--- src/hdl/hrhp_pkg.sv ---
`timescale 1ns / 1ps
`default_nettype none

package hrhp_pkg;

  typedef enum logic [3:0] {
    PH_METHOD  = 4'd0,
    PH_URL     = 4'd1,
    PH_VERSION = 4'd2,
    PH_VER_LF  = 4'd3,
    PH_NAME    = 4'd4,
    PH_VALUE   = 4'd5,
    PH_VAL_LF  = 4'd6,
    PH_END_LF  = 4'd7,
    PH_DONE    = 4'd8,
    PH_ERROR   = 4'd9
  } phase_e;

  localparam logic [7:0] CH_SP    = 8'h20;
  localparam logic [7:0] CH_CR    = 8'h0D;
  localparam logic [7:0] CH_LF    = 8'h0A;
  localparam logic [7:0] CH_COLON = 8'h3A;
  localparam logic [7:0] CH_BAD   = 8'hFF;

  localparam logic [1:0] ST_BUSY = 2'd0;
  localparam logic [1:0] ST_DONE = 2'd1;
  localparam logic [1:0] ST_ERR  = 2'd2;

  localparam logic [2:0] KIND_METHOD  = 3'd0;
  localparam logic [2:0] KIND_URL     = 3'd1;
  localparam logic [2:0] KIND_VERSION = 3'd2;
  localparam logic [2:0] KIND_NAME    = 3'd3;
  localparam logic [2:0] KIND_VALUE   = 3'd4;

  typedef struct packed {
    logic [7:0] data_byte;
    logic       stream_end;
  } in_t;

  typedef struct packed {
    logic       char_valid;
    logic [7:0] char_out;
    logic [2:0] field_kind;
    logic       field_end;
    logic [1:0] parse_status;
  } out_t;

  // Field kind reported for each phase; finished phases report the method kind.
  function automatic logic [2:0] phase_kind(input phase_e ph);
    logic [2:0] k;
    case (ph)
      PH_METHOD:  k = KIND_METHOD;
      PH_URL:     k = KIND_URL;
      PH_VERSION: k = KIND_VERSION;
      PH_VER_LF:  k = KIND_VERSION;
      PH_NAME:    k = KIND_NAME;
      PH_VALUE:   k = KIND_VALUE;
      PH_VAL_LF:  k = KIND_VALUE;
      PH_END_LF:  k = KIND_NAME;
      default:    k = KIND_METHOD;
    endcase
    return k;
  endfunction

endpackage

`default_nettype wire

--- src/hdl/http_request_header_parser_top.sv ---
// Each result is registered in the output buffer before it is offered on the output.
// Throughput: one byte per cycle; the parser state update is a single
// registered pass, and a two-entry output buffer keeps input flowing while
// one result waits. Input stalls only when both buffer entries are held.
// Reset (rst_ni low, asynchronous) returns the parser to the method phase
// and empties the output buffer.
`timescale 1ns / 1ps
`default_nettype none

module http_request_header_parser_top #(
  parameter int MAX_FIELD_BYTES = 1023
) (
  input  wire                  clk_i,
  input  wire                  rst_ni,
  input  wire                  in_valid_i,
  output logic                 in_stall_o,
  input  wire hrhp_pkg::in_t   in_data_i,
  output logic                 out_valid_o,
  input  wire                  out_stall_i,
  output hrhp_pkg::out_t       out_data_o
);

  logic           take;
  logic           full;
  hrhp_pkg::out_t res;

  assign in_stall_o = full;
  assign take       = in_valid_i && !full;

  hrhp_parser #(
    .MaxFieldBytes(MAX_FIELD_BYTES)
  ) u_parser (
    .clk_i  (clk_i),
    .rst_ni (rst_ni),
    .take_i (take),
    .item_i (in_data_i),
    .res_o  (res)
  );

  hrhp_out_buf u_out_buf (
    .clk_i       (clk_i),
    .rst_ni      (rst_ni),
    .push_i      (take),
    .push_data_i (res),
    .full_o      (full),
    .out_valid_o (out_valid_o),
    .out_stall_i (out_stall_i),
    .out_data_o  (out_data_o)
  );

endmodule

`default_nettype wire

--- src/hdl/hrhp_parser.sv ---
`timescale 1ns / 1ps
`default_nettype none

module hrhp_parser #(
  parameter int MaxFieldBytes = 1023
) (
  input  wire                   clk_i,
  input  wire                   rst_ni,
  input  wire                   take_i,
  input  wire hrhp_pkg::in_t    item_i,
  output hrhp_pkg::out_t        res_o
);

  localparam int LenW = $clog2(MaxFieldBytes + 1);
  localparam logic [LenW-1:0] MaxLen = LenW'(MaxFieldBytes);

  hrhp_pkg::phase_e phase_q, phase_d;
  logic             seen_q, seen_d;
  logic [LenW-1:0]  len_q, len_d;

  logic       valid, fend, err, active;
  logic [1:0] status;
  logic [2:0] kind;
  logic [7:0] b;

  assign b      = item_i.data_byte;
  assign active = (phase_q <= hrhp_pkg::PH_END_LF);

  always_comb begin
    phase_d = phase_q;
    seen_d  = seen_q;
    len_d   = len_q;
    valid   = 1'b0;
    fend    = 1'b0;
    err     = 1'b0;
    status  = hrhp_pkg::ST_BUSY;
    kind    = hrhp_pkg::phase_kind(phase_q);

    if (!active) begin
      status = (phase_q == hrhp_pkg::PH_DONE) ? hrhp_pkg::ST_DONE : hrhp_pkg::ST_ERR;
      kind   = hrhp_pkg::KIND_METHOD;
    end else if (item_i.stream_end || b == hrhp_pkg::CH_BAD) begin
      err = 1'b1;
    end else begin
      case (phase_q)
        hrhp_pkg::PH_METHOD, hrhp_pkg::PH_URL: begin
          if (b == hrhp_pkg::CH_SP) begin
            fend    = 1'b1;
            phase_d = (phase_q == hrhp_pkg::PH_METHOD) ? hrhp_pkg::PH_URL
                                                       : hrhp_pkg::PH_VERSION;
            seen_d  = 1'b0;
            len_d   = '0;
          end else if (b == hrhp_pkg::CH_CR || len_q >= MaxLen) begin
            err = 1'b1;
          end else begin
            len_d = len_q + 1'b1;
            valid = 1'b1;
          end
        end
        hrhp_pkg::PH_VERSION: begin
          if (b == hrhp_pkg::CH_CR) begin
            phase_d = hrhp_pkg::PH_VER_LF;
          end else if (len_q >= MaxLen) begin
            err = 1'b1;
          end else begin
            len_d = len_q + 1'b1;
            valid = 1'b1;
          end
        end
        hrhp_pkg::PH_VER_LF, hrhp_pkg::PH_VAL_LF: begin
          if (b != hrhp_pkg::CH_LF) begin
            err = 1'b1;
          end else begin
            fend    = 1'b1;
            phase_d = hrhp_pkg::PH_NAME;
            seen_d  = 1'b0;
            len_d   = '0;
          end
        end
        hrhp_pkg::PH_END_LF: begin
          if (b != hrhp_pkg::CH_LF) begin
            err = 1'b1;
          end else begin
            phase_d = hrhp_pkg::PH_DONE;
            status  = hrhp_pkg::ST_DONE;
          end
        end
        hrhp_pkg::PH_NAME, hrhp_pkg::PH_VALUE: begin
          if (b == hrhp_pkg::CH_CR) begin
            phase_d = (phase_q == hrhp_pkg::PH_NAME) ? hrhp_pkg::PH_END_LF
                                                     : hrhp_pkg::PH_VAL_LF;
          end else if (phase_q == hrhp_pkg::PH_NAME && b == hrhp_pkg::CH_COLON) begin
            fend    = 1'b1;
            phase_d = hrhp_pkg::PH_VALUE;
            seen_d  = 1'b0;
            len_d   = '0;
          end else begin
            // Leading spaces are dropped until the first other byte.
            seen_d = seen_q | (b != hrhp_pkg::CH_SP);
            if (seen_d) begin
              if (len_q >= MaxLen) begin
                err = 1'b1;
              end else begin
                len_d = len_q + 1'b1;
                valid = 1'b1;
              end
            end
          end
        end
        default: begin
          err = 1'b1;
        end
      endcase
    end

    if (err) begin
      phase_d = hrhp_pkg::PH_ERROR;
      status  = hrhp_pkg::ST_ERR;
      valid   = 1'b0;
      fend    = 1'b0;
    end
  end

  always_ff @(posedge clk_i or negedge rst_ni) begin
    if (!rst_ni) begin
      phase_q <= hrhp_pkg::PH_METHOD;
      seen_q  <= 1'b0;
      len_q   <= '0;
    end else if (take_i) begin
      phase_q <= phase_d;
      seen_q  <= seen_d;
      len_q   <= len_d;
    end
  end

  assign res_o.char_valid   = valid;
  assign res_o.char_out     = valid ? b : 8'h00;
  assign res_o.field_kind   = kind;
  assign res_o.field_end    = fend;
  assign res_o.parse_status = status;

`ifndef NO_ASSERTIONS
  a_done_sticky: assert property (@(posedge clk_i) disable iff (!rst_ni)
    phase_q == hrhp_pkg::PH_DONE |=> phase_q == hrhp_pkg::PH_DONE)
    else $error("parser left the done phase");

  a_err_enters_error: assert property (@(posedge clk_i) disable iff (!rst_ni)
    take_i && res_o.parse_status == hrhp_pkg::ST_ERR |=> phase_q == hrhp_pkg::PH_ERROR)
    else $error("error reported without entering the error phase");

  a_len_bound: assert property (@(posedge clk_i) disable iff (!rst_ni)
    len_q <= MaxLen)
    else $error("field length beyond limit");

  a_text_busy: assert property (@(posedge clk_i) disable iff (!rst_ni)
    res_o.char_valid |-> res_o.parse_status == hrhp_pkg::ST_BUSY)
    else $error("text byte passed with a final status");
`endif

endmodule

`default_nettype wire

--- src/hdl/hrhp_out_buf.sv ---
`timescale 1ns / 1ps
`default_nettype none

module hrhp_out_buf (
  input  wire                  clk_i,
  input  wire                  rst_ni,
  input  wire                  push_i,
  input  wire hrhp_pkg::out_t  push_data_i,
  output logic                 full_o,
  output logic                 out_valid_o,
  input  wire                  out_stall_i,
  output hrhp_pkg::out_t       out_data_o
);

  // Two entries: the head drives the port, the spare catches a result
  // produced while the head is stalled.
  logic [1:0]     cnt_q, cnt_d;
  hrhp_pkg::out_t head_q, spare_q;
  logic           pop;

  assign out_valid_o = (cnt_q != 2'd0);
  assign full_o      = (cnt_q == 2'd2);
  assign pop         = out_valid_o && !out_stall_i;
  assign out_data_o  = head_q;

  always_comb begin
    cnt_d = cnt_q;
    case ({push_i, pop})
      2'b10:   cnt_d = cnt_q + 2'd1;
      2'b01:   cnt_d = cnt_q - 2'd1;
      default: cnt_d = cnt_q;
    endcase
  end

  always_ff @(posedge clk_i or negedge rst_ni) begin
    if (!rst_ni) begin
      cnt_q <= 2'd0;
    end else begin
      cnt_q <= cnt_d;
    end
  end

  always_ff @(posedge clk_i) begin
    if (cnt_q == 2'd2 && pop) begin
      head_q <= spare_q;
    end else if (push_i && (cnt_q == 2'd0 || pop)) begin
      head_q <= push_data_i;
    end
    if (push_i && cnt_q == 2'd1 && !pop) begin
      spare_q <= push_data_i;
    end
  end

`ifndef NO_ASSERTIONS
  a_cnt_range: assert property (@(posedge clk_i) disable iff (!rst_ni)
    cnt_q != 2'd3)
    else $error("buffer count out of range");

  a_no_push_full: assert property (@(posedge clk_i) disable iff (!rst_ni)
    push_i |-> cnt_q != 2'd2)
    else $error("transfer into a full buffer");

  a_fill_spare: assert property (@(posedge clk_i) disable iff (!rst_ni)
    cnt_q == 2'd1 && push_i && !pop |=> cnt_q == 2'd2)
    else $error("spare entry not taken");
`endif

endmodule

`default_nettype wire

--- config.mk ---
export PLATFORM = sky130hd
export DESIGN_NAME = http_request_header_parser_top
export DESIGN_NICKNAME = d
export VERILOG_FILES = /design/src/hdl/hrhp_pkg.sv /design/src/hdl/http_request_header_parser_top.sv /design/src/hdl/hrhp_parser.sv /design/src/hdl/hrhp_out_buf.sv
export SDC_FILE = /design/constraint.sdc
export NUM_CORES = 1
export LEC_CHECK = 0
export BUFFER_PORTS_ARGS = -buffer_cell sky130_fd_sc_hd__buf_2
export CAP_MARGIN = 25
export CORE_MARGIN = 2
export CORE_UTILIZATION = 28
export DETAILED_ROUTE_END_ITERATION = 10
export PLACE_DENSITY = 0.46
export SLEW_MARGIN = 0
export SYNTH_ARGS = -nofsm -noshare
export SYNTH_HDL_FRONTEND = slang
export SYNTH_SLANG_ARGS = --single-unit
--- constraint.sdc ---
create_clock -name clk_i -period 3.1 [get_ports clk_i]
set_clock_uncertainty 0.15 [all_clocks]
set_input_delay 0 -clock clk_i [delete_from_list [all_inputs] [get_ports clk_i]]
set_output_delay 0 -clock clk_i [all_outputs]
set_load 0.02 [all_outputs]
==> flow_summary.yaml, run 1 <==
clock_network:
  post-cts-setup-buffers: 0
  tritoncts: "built"
  cts.sink_count: 47
  cts_root_buf: "clkbuf_8"
  clk-insertion-delay-late_ns: 0.30
  cts.clk_slew.worst_paths_ns: 0.10
  htreeDepth: 2
  cts_buffers: 5
  cts-resized-gates: 0
  clockBufferDepth: 2
yosys:
  yosys.area.top_type: "edfxtp_1"
  synth_top_area_share_pct: 30.8
  synthDistinctLibCells: 60
  synthCells: 291
  ys_ff_latch: 47
  synth_fp_nets: 313
  ys_async_sr_fraction_pct: 36.2
  synth_area_leaders: "edfxtp_1, dfrtp_1, ha_1, nor2_1, a21oi_1"
  ys_warn_count: 0
  synth_edf_count: 30
  ys.flop_type: "edfxtp_1"
  syn_area_um2: 2920
  seq_area_frac_synth_pct: 45.4
  syn-mean-instance-area_um2: 10.0
global_routing:
  antenna_found_initial: 0
  overflow: 0
  grt_usage_pct: 13.4
  grt_max_degree: 19
  grt_pass1_vias: 2409
  grt_pass1_wl_um: 12200
routing:
  routed_via_density: 5.18
  antenna_left: 0
  totalWireLength_um: 7170
  initialDrtViolationCount: 141
  first_pass_iters: 4
  drc: 0
  routedWlPerCell_um: 15.4
  vias: 2416
setup_path:
  slowest_stage: "or4_1"
  crit_chain: "inv_1 > ha_1 > nor2_1 > o41ai_1 > a211oi_2 > nand2_1 > or4_1 > a21oi_1"
  r2r_setup_slack_ns: 0.23
  required_ns: 3.19
  worst_r2r_path_depth: 8
  critical_path_buf_inv_count: 1
  arrival_ns: 2.96
  cp_max_fo: 10
  r2r-end: "u_parser.len_q[2]$_DFFE_PN0P_"
  worstSetupPathType: "register to register"
  reg2reg_from: "u_parser.phase_q[0]$_DFFE_PN0P_"
  crit_family: "simple AND/OR/NAND/NOR gates"
  cp_slowest_stage_delay_ns: 0.57
  start_kind: "register"
  worst_setup_path_end_kind: "register"
power_and_ir_drop:
  switching_share_pct: 37.7
  combPwrFrac_pct: 35.7
  p_per_area_nw_per_um2: 581
  peakVddDrop_uv: 273
  leakagePower_nw: 1.28
  seq_power_share_pct: 44.9
  switching_power_w: 0.000747
  power.share.clock_pct: 19.3
  internal_power_w: 0.00124
timing:
  final-max-slew-violation-count: 0
  slew_headroom_pct: 55.9
  finalCritPeriodShare_pct: 92.6
  grt_setup_unrepaired: "false"
  fin_crit_ns: 2.87
  fmax_mhz: 348
  tightest_slew_ns: 0.654
  timing.hold.ws_ns: -0.00675
  setup_viol: 0
  tns_ns: 0
  hold_viol: 15
finish:
  diodes: 0
  layout_common_cells: "edfxtp_1, buf_2, nor2_1"
  utilization_pct: 33.3
  fill_cells: 1051
  final_layout_size_suffix_gt1_share_pct: 17.3
  fin_nets: 351
  multiInputGateArea_um2: 1500
  final-seq-area_um2: 1330
  layout_commonest_cell: "edfxtp_1"
  area_delta_synth_final_pct: 16.7
floorplanning:
  start_util_pct: 28.6
  num_rows: 37
  core-area_um2: 10200
  dieArea_um2: 11300
  io_pins: 30
  die_w_um: 106
  die_y_um: 106
outcome:
  violations: "negative hold slack"
  status: "finished, violations left"
min_path:
  holdCritPathClass: "input pin to asynchronous set/reset pin"
run:
  cap_violations: 0
place:
  io_buffers: 29
  dp_hpwl_um: 5300
  gp_congestion: 0.834
what timing repair did:
action	CTS	global route
hold endpoints to repair	35	0
endpoints found under the setup margin	0	0
hold buffers	10	0
cells by family (layout without fill, tap and decap cells):
kind of cell / count (synthesis) / in the layout / share of synthesized area [%]
compound gates: 77 / 77 / 19.3
xor+xnor: 5 / 5 / 1.50
fa+ha+maj: 9 / 9 / 3.85
buf+inv: 23 / 62 / 3.55
flops: 47 / 47 / 45.4
mux: 4 / 4 / 1.54
simple gates: 126 / 126 / 24.9
synth_stat cells, types with 3 or more instances:
master	n
a21oi_1	19
nor4_4	3
o21ai_1	4
nor3_1	7
or4_1	3
o22ai_1	4
edfxtp_1	30
and3_1	14
ha_1	9
a31o_1	8
nor2_1	27
a31oi_1	3
inv_1	8
nand3_1	10
clkbuf_1	11
dfrtp_1	17
mux2_2	4
xnor2_1	5
and2_1	13
nand2b_1	3
nand4_1	9
o31ai_1	6
nand2_1	20
o21ai_0	5
o31a_1	3
nor2b_1	4
layout make-up:
type                            instances  share of cell area, %
Multi-Input combinational cell        221                   43.9
Sequential cell                        47                   38.9
Timing Repair Buffer                   46                   8.73
Tap cell                              136                   4.99
Clock buffer                            5                   2.02
Inverter                                8                  0.880
Clock inverter                          3                  0.587
how the worst max path moves through the flow:
stage                     slack [ns]                                 end                            start  depth (start not counted)
after floorplan                 0.32      u_out_buf.spare_q[0]$_DFFE_PP_   u_out_buf.cnt_q[0]$_DFFE_PN0P_                          5
after global placement          0.42  u_out_buf.out_data_o[14]$_DFFE_PP_  u_parser.phase_q[0]$_DFFE_PN0P_                          9
after detailed placement        0.33       u_parser.len_q[2]$_DFFE_PN0P_  u_parser.phase_q[0]$_DFFE_PN0P_                          8
after CTS                       0.30       u_parser.len_q[2]$_DFFE_PN0P_  u_parser.phase_q[0]$_DFFE_PN0P_                          8
after global routing           0.008       u_parser.len_q[2]$_DFFE_PN0P_  u_parser.phase_q[0]$_DFFE_PN0P_                          8
final                           0.23       u_parser.len_q[2]$_DFFE_PN0P_  u_parser.phase_q[0]$_DFFE_PN0P_                          8
worst reg2reg max path, stage by stage, from the launching register on:
cell	delay (ns)
dfrtp_1	0.41
inv_1	0.09
ha_1	0.34
nor2_1	0.31
o41ai_1	0.21
a211oi_2	0.34
nand2_1	0.24
or4_1	0.57
a21oi_1	0.15
metrics by stage:
step | hold slack [ns] | power (W) | instance area [um^2] | std cells | setup slack (ns)
floorplan | -0.446 | 0.00138 | 2920 | 291 | 0.316
global placement | -0.191 | 0.00160 | 3220 | 448 | 0.417
detailed placement | -0.188 | 0.00161 | 3220 | 448 | 0.332
CTS | 0.00399 | 0.00201 | 3410 | 466 | 0.304
global route | 0.0412 | 0.00213 | 3410 | 466 | 0.00787
finish | -0.00675 | 0.00198 | 3410 | 466 | 0.230
layer usage:
metal,track usage [%],part of all wire [%],vias to the layer above
met5,0,0,-
met4,3.76,0.93,0
met3,2.15,3.6,4
met2,21.5,46,51
met1,18.7,50,1170
li1,-,-,1191
sequential cells by signal, summed over array words and instances, names as in the netlist:
name                  count
u_out_buf.cnt_q           2
u_out_buf.out_data_o     15
u_out_buf.spare_q        15
u_parser.len_q           10
u_parser.phase_q          4
u_parser.seen_q           1
power by group through the flow:
stage	clock network (W)	logic, W	registers, W
CTS	0.000404	0.000715	0.000892
floorplan	0	0.000406	0.000975
detailed placement	0	0.000700	0.000907
global placement	0	0.000700	0.000903
finish	0.000383	0.000709	0.000892
global route	0.000423	0.000797	0.000912
Power figures use the tool's default switching activity.
==> run 2: changes to the inputs <==
--- a/config.mk
+++ b/config.mk
@@ -5,7 +5,7 @@
 export SDC_FILE = /design/constraint.sdc
 export NUM_CORES = 1
 export LEC_CHECK = 0
-export BUFFER_PORTS_ARGS = -buffer_cell sky130_fd_sc_hd__buf_2
+export BUFFER_PORTS_ARGS = -buffer_cell sky130_fd_sc_hd__buf_4
 export CAP_MARGIN = 25
 export CORE_MARGIN = 2
 export CORE_UTILIZATION = 28
@@ -15,3 +15,4 @@
 export SYNTH_ARGS = -nofsm -noshare
 export SYNTH_HDL_FRONTEND = slang
 export SYNTH_SLANG_ARGS = --single-unit
+export TNS_END_PERCENT = 20
==> flow_summary.yaml, run 2 (same netlist as run 1, synthesis figures left out) <==
place:
  io_buffers: 29
  placedInstanceArea_um2: 3300
  gp_congestion: 0.819
  dp_hpwl_um: 5420
  place_ws_ns: 0.372
  dpl.cell_count: 448
finish:
  fill_cells: 1044
  fin_nets: 352
  diodes: 0
  layout_commonest_cell: "buf_4"
  stdcell_count: 467
  utilization_pct: 34.2
  area_delta_synth_final_pct: 19.5
  layout_common_cells: "buf_4, edfxtp_1, nor2_1"
  final_layout_size_suffix_gt1_share_pct: 17.2
  stdcell_area_um2: 3490
power_and_ir_drop:
  peakVddDrop_uv: 242
  p_per_area_nw_per_um2: 581
  leakagePower_nw: 1.30
clock_network:
  htreeDepth: 2
  cts-resized-gates: 0
  cts_buffers: 5
  clockBufferDepth: 2
  cts.clk_slew.worst_paths_ns: 0.10
  cts.sink_count: 47
  clk-insertion-delay-late_ns: 0.30
  cts_root_buf: "clkbuf_8"
  tritoncts: "built"
timing:
  grt_setup_unrepaired: "false"
  hold_viol: 0
  final-max-slew-violation-count: 0
  fin_crit_ns: 2.76
  setup_viol: 0
  fmax_mhz: 362
  worst_slack_ns: 0.336
  tns_ns: 0
  tightest_slew_ns: 0.803
  finalCritPeriodShare_pct: 89.2
  slew_headroom_pct: 46.3
floorplanning:
  start_util_pct: 28.6
  die_w_um: 106
  dieArea_um2: 11300
  io_pins: 30
  num_rows: 37
  core-area_um2: 10200
  die_y_um: 106
min_path:
  min_to: "u_out_buf.out_data_o[4]$_DFFE_PP_"
  whs_path_depth: 3
  hold_path_startpoint: "out_stall_i"
  holdCritPathClass: "input pin to register"
routing:
  first_pass_iters: 4
  antenna_left: 0
  initialDrtViolationCount: 211
  routed_via_density: 5.21
  vias: 2433
  drc: 0
  routedWlPerCell_um: 15.5
  totalWireLength_um: 7230
global_routing:
  overflow: 0
  grt_pass1_wl_um: 12600
  antenna_found_initial: 0
  grt_pass1_vias: 2433
  grt_max_degree: 19
  grt_usage_pct: 13.8
setup_path:
  worst_setup_path_end_kind: "register"
  cp_max_fo: 18
  arrival_ns: 2.68
  r2r_setup_slack_ns: 0.34
  reg2reg_from: "u_parser.phase_q[0]$_DFFE_PN0P_"
  worst_r2r_path_depth: 9
  r2r-end: "u_out_buf.out_data_o[14]$_DFFE_PP_"
  worstSetupPathType: "register to register"
  start_kind: "register"
  required_ns: 3.01
run:
  cap_violations: 0
outcome:
  status: "finished, final reports clean"
## run 2: worst max path at each step
stage	end	slack (ns)	from
2_1_floorplan	u_out_buf.spare_q[0]$_DFFE_PP_	0.32	u_out_buf.cnt_q[0]$_DFFE_PN0P_
3_3_place_gp	u_out_buf.out_data_o[14]$_DFFE_PP_	0.39	u_parser.phase_q[0]$_DFFE_PN0P_
3_5_place_dp	u_out_buf.out_data_o[14]$_DFFE_PP_	0.37	u_parser.phase_q[0]$_DFFE_PN0P_
4_1_cts	u_out_buf.out_data_o[14]$_DFFE_PP_	0.34	u_parser.phase_q[0]$_DFFE_PN0P_
5_1_grt	u_parser.len_q[6]$_DFFE_PN0P_	0.11	u_parser.phase_q[1]$_DFFE_PN0P_
6_report	u_out_buf.out_data_o[14]$_DFFE_PP_	0.34	u_parser.phase_q[0]$_DFFE_PN0P_
## run 2: through the flow
stage / hold WS, ns / total power (W)
3_3_place_gp: -0.265 / 0.00165
4_1_cts: 0.0573 / 0.00205
3_5_place_dp: -0.264 / 0.00166
5_1_grt: 0.0708 / 0.00217
6_report: 0.0600 / 0.00203
2_1_floorplan: -0.446 / 0.00138
## run 2: area by class of cell
class | count | area (um^2) | share of cell area, %
well taps | 136 | 170 | 4.87
multi-input cells | 221 | 1500 | 42.9
repair buffers | 47 | 380 | 10.9
flip-flops and latches | 47 | 1330 | 38.0
clock inverters | 3 | 20.0 | 0.573
inverters | 8 | 30.0 | 0.859
clock buffers | 5 | 68.8 | 1.97
## run 2: timing repair
action                                  in CTS  in global routing
endpoints found under the setup margin       0                  0
buffers inserted                             0                  0
hold buffers                                11                  0
endpoints found under the hold margin       34                  0
## run 2: layer usage
layer,GRT usage (%),wire length [um],vias up,part of all wire [%]
met5,0,0,-,0
met4,3.95,109,0,1.5
met3,2.33,340,10,4.7
met2,22.0,3360,70,47
met1,19.2,3420,1164,47
li1,-,-,1189,-
## run 2: worst max-delay path, stage by stage, from the launching register on
cell and delay [ns]:
dfrtp_1 0.40, inv_1 0.08, ha_1 0.33, nor2_1 0.28, nor2_1 0.18, a32o_1 0.27, nor3_1 0.27, nor4_4 0.09
buf_4 0.20, mux2_2 0.27
## run 2: power breakdown
part	total, W	switching [W]	leakage (nW)	internal, W
clock network	0.000384	0.000226	0.0418	0.000158
logic	0.000750	0.000454	0.756	0.000297
registers	0.000897	0.0000673	0.505	0.000830
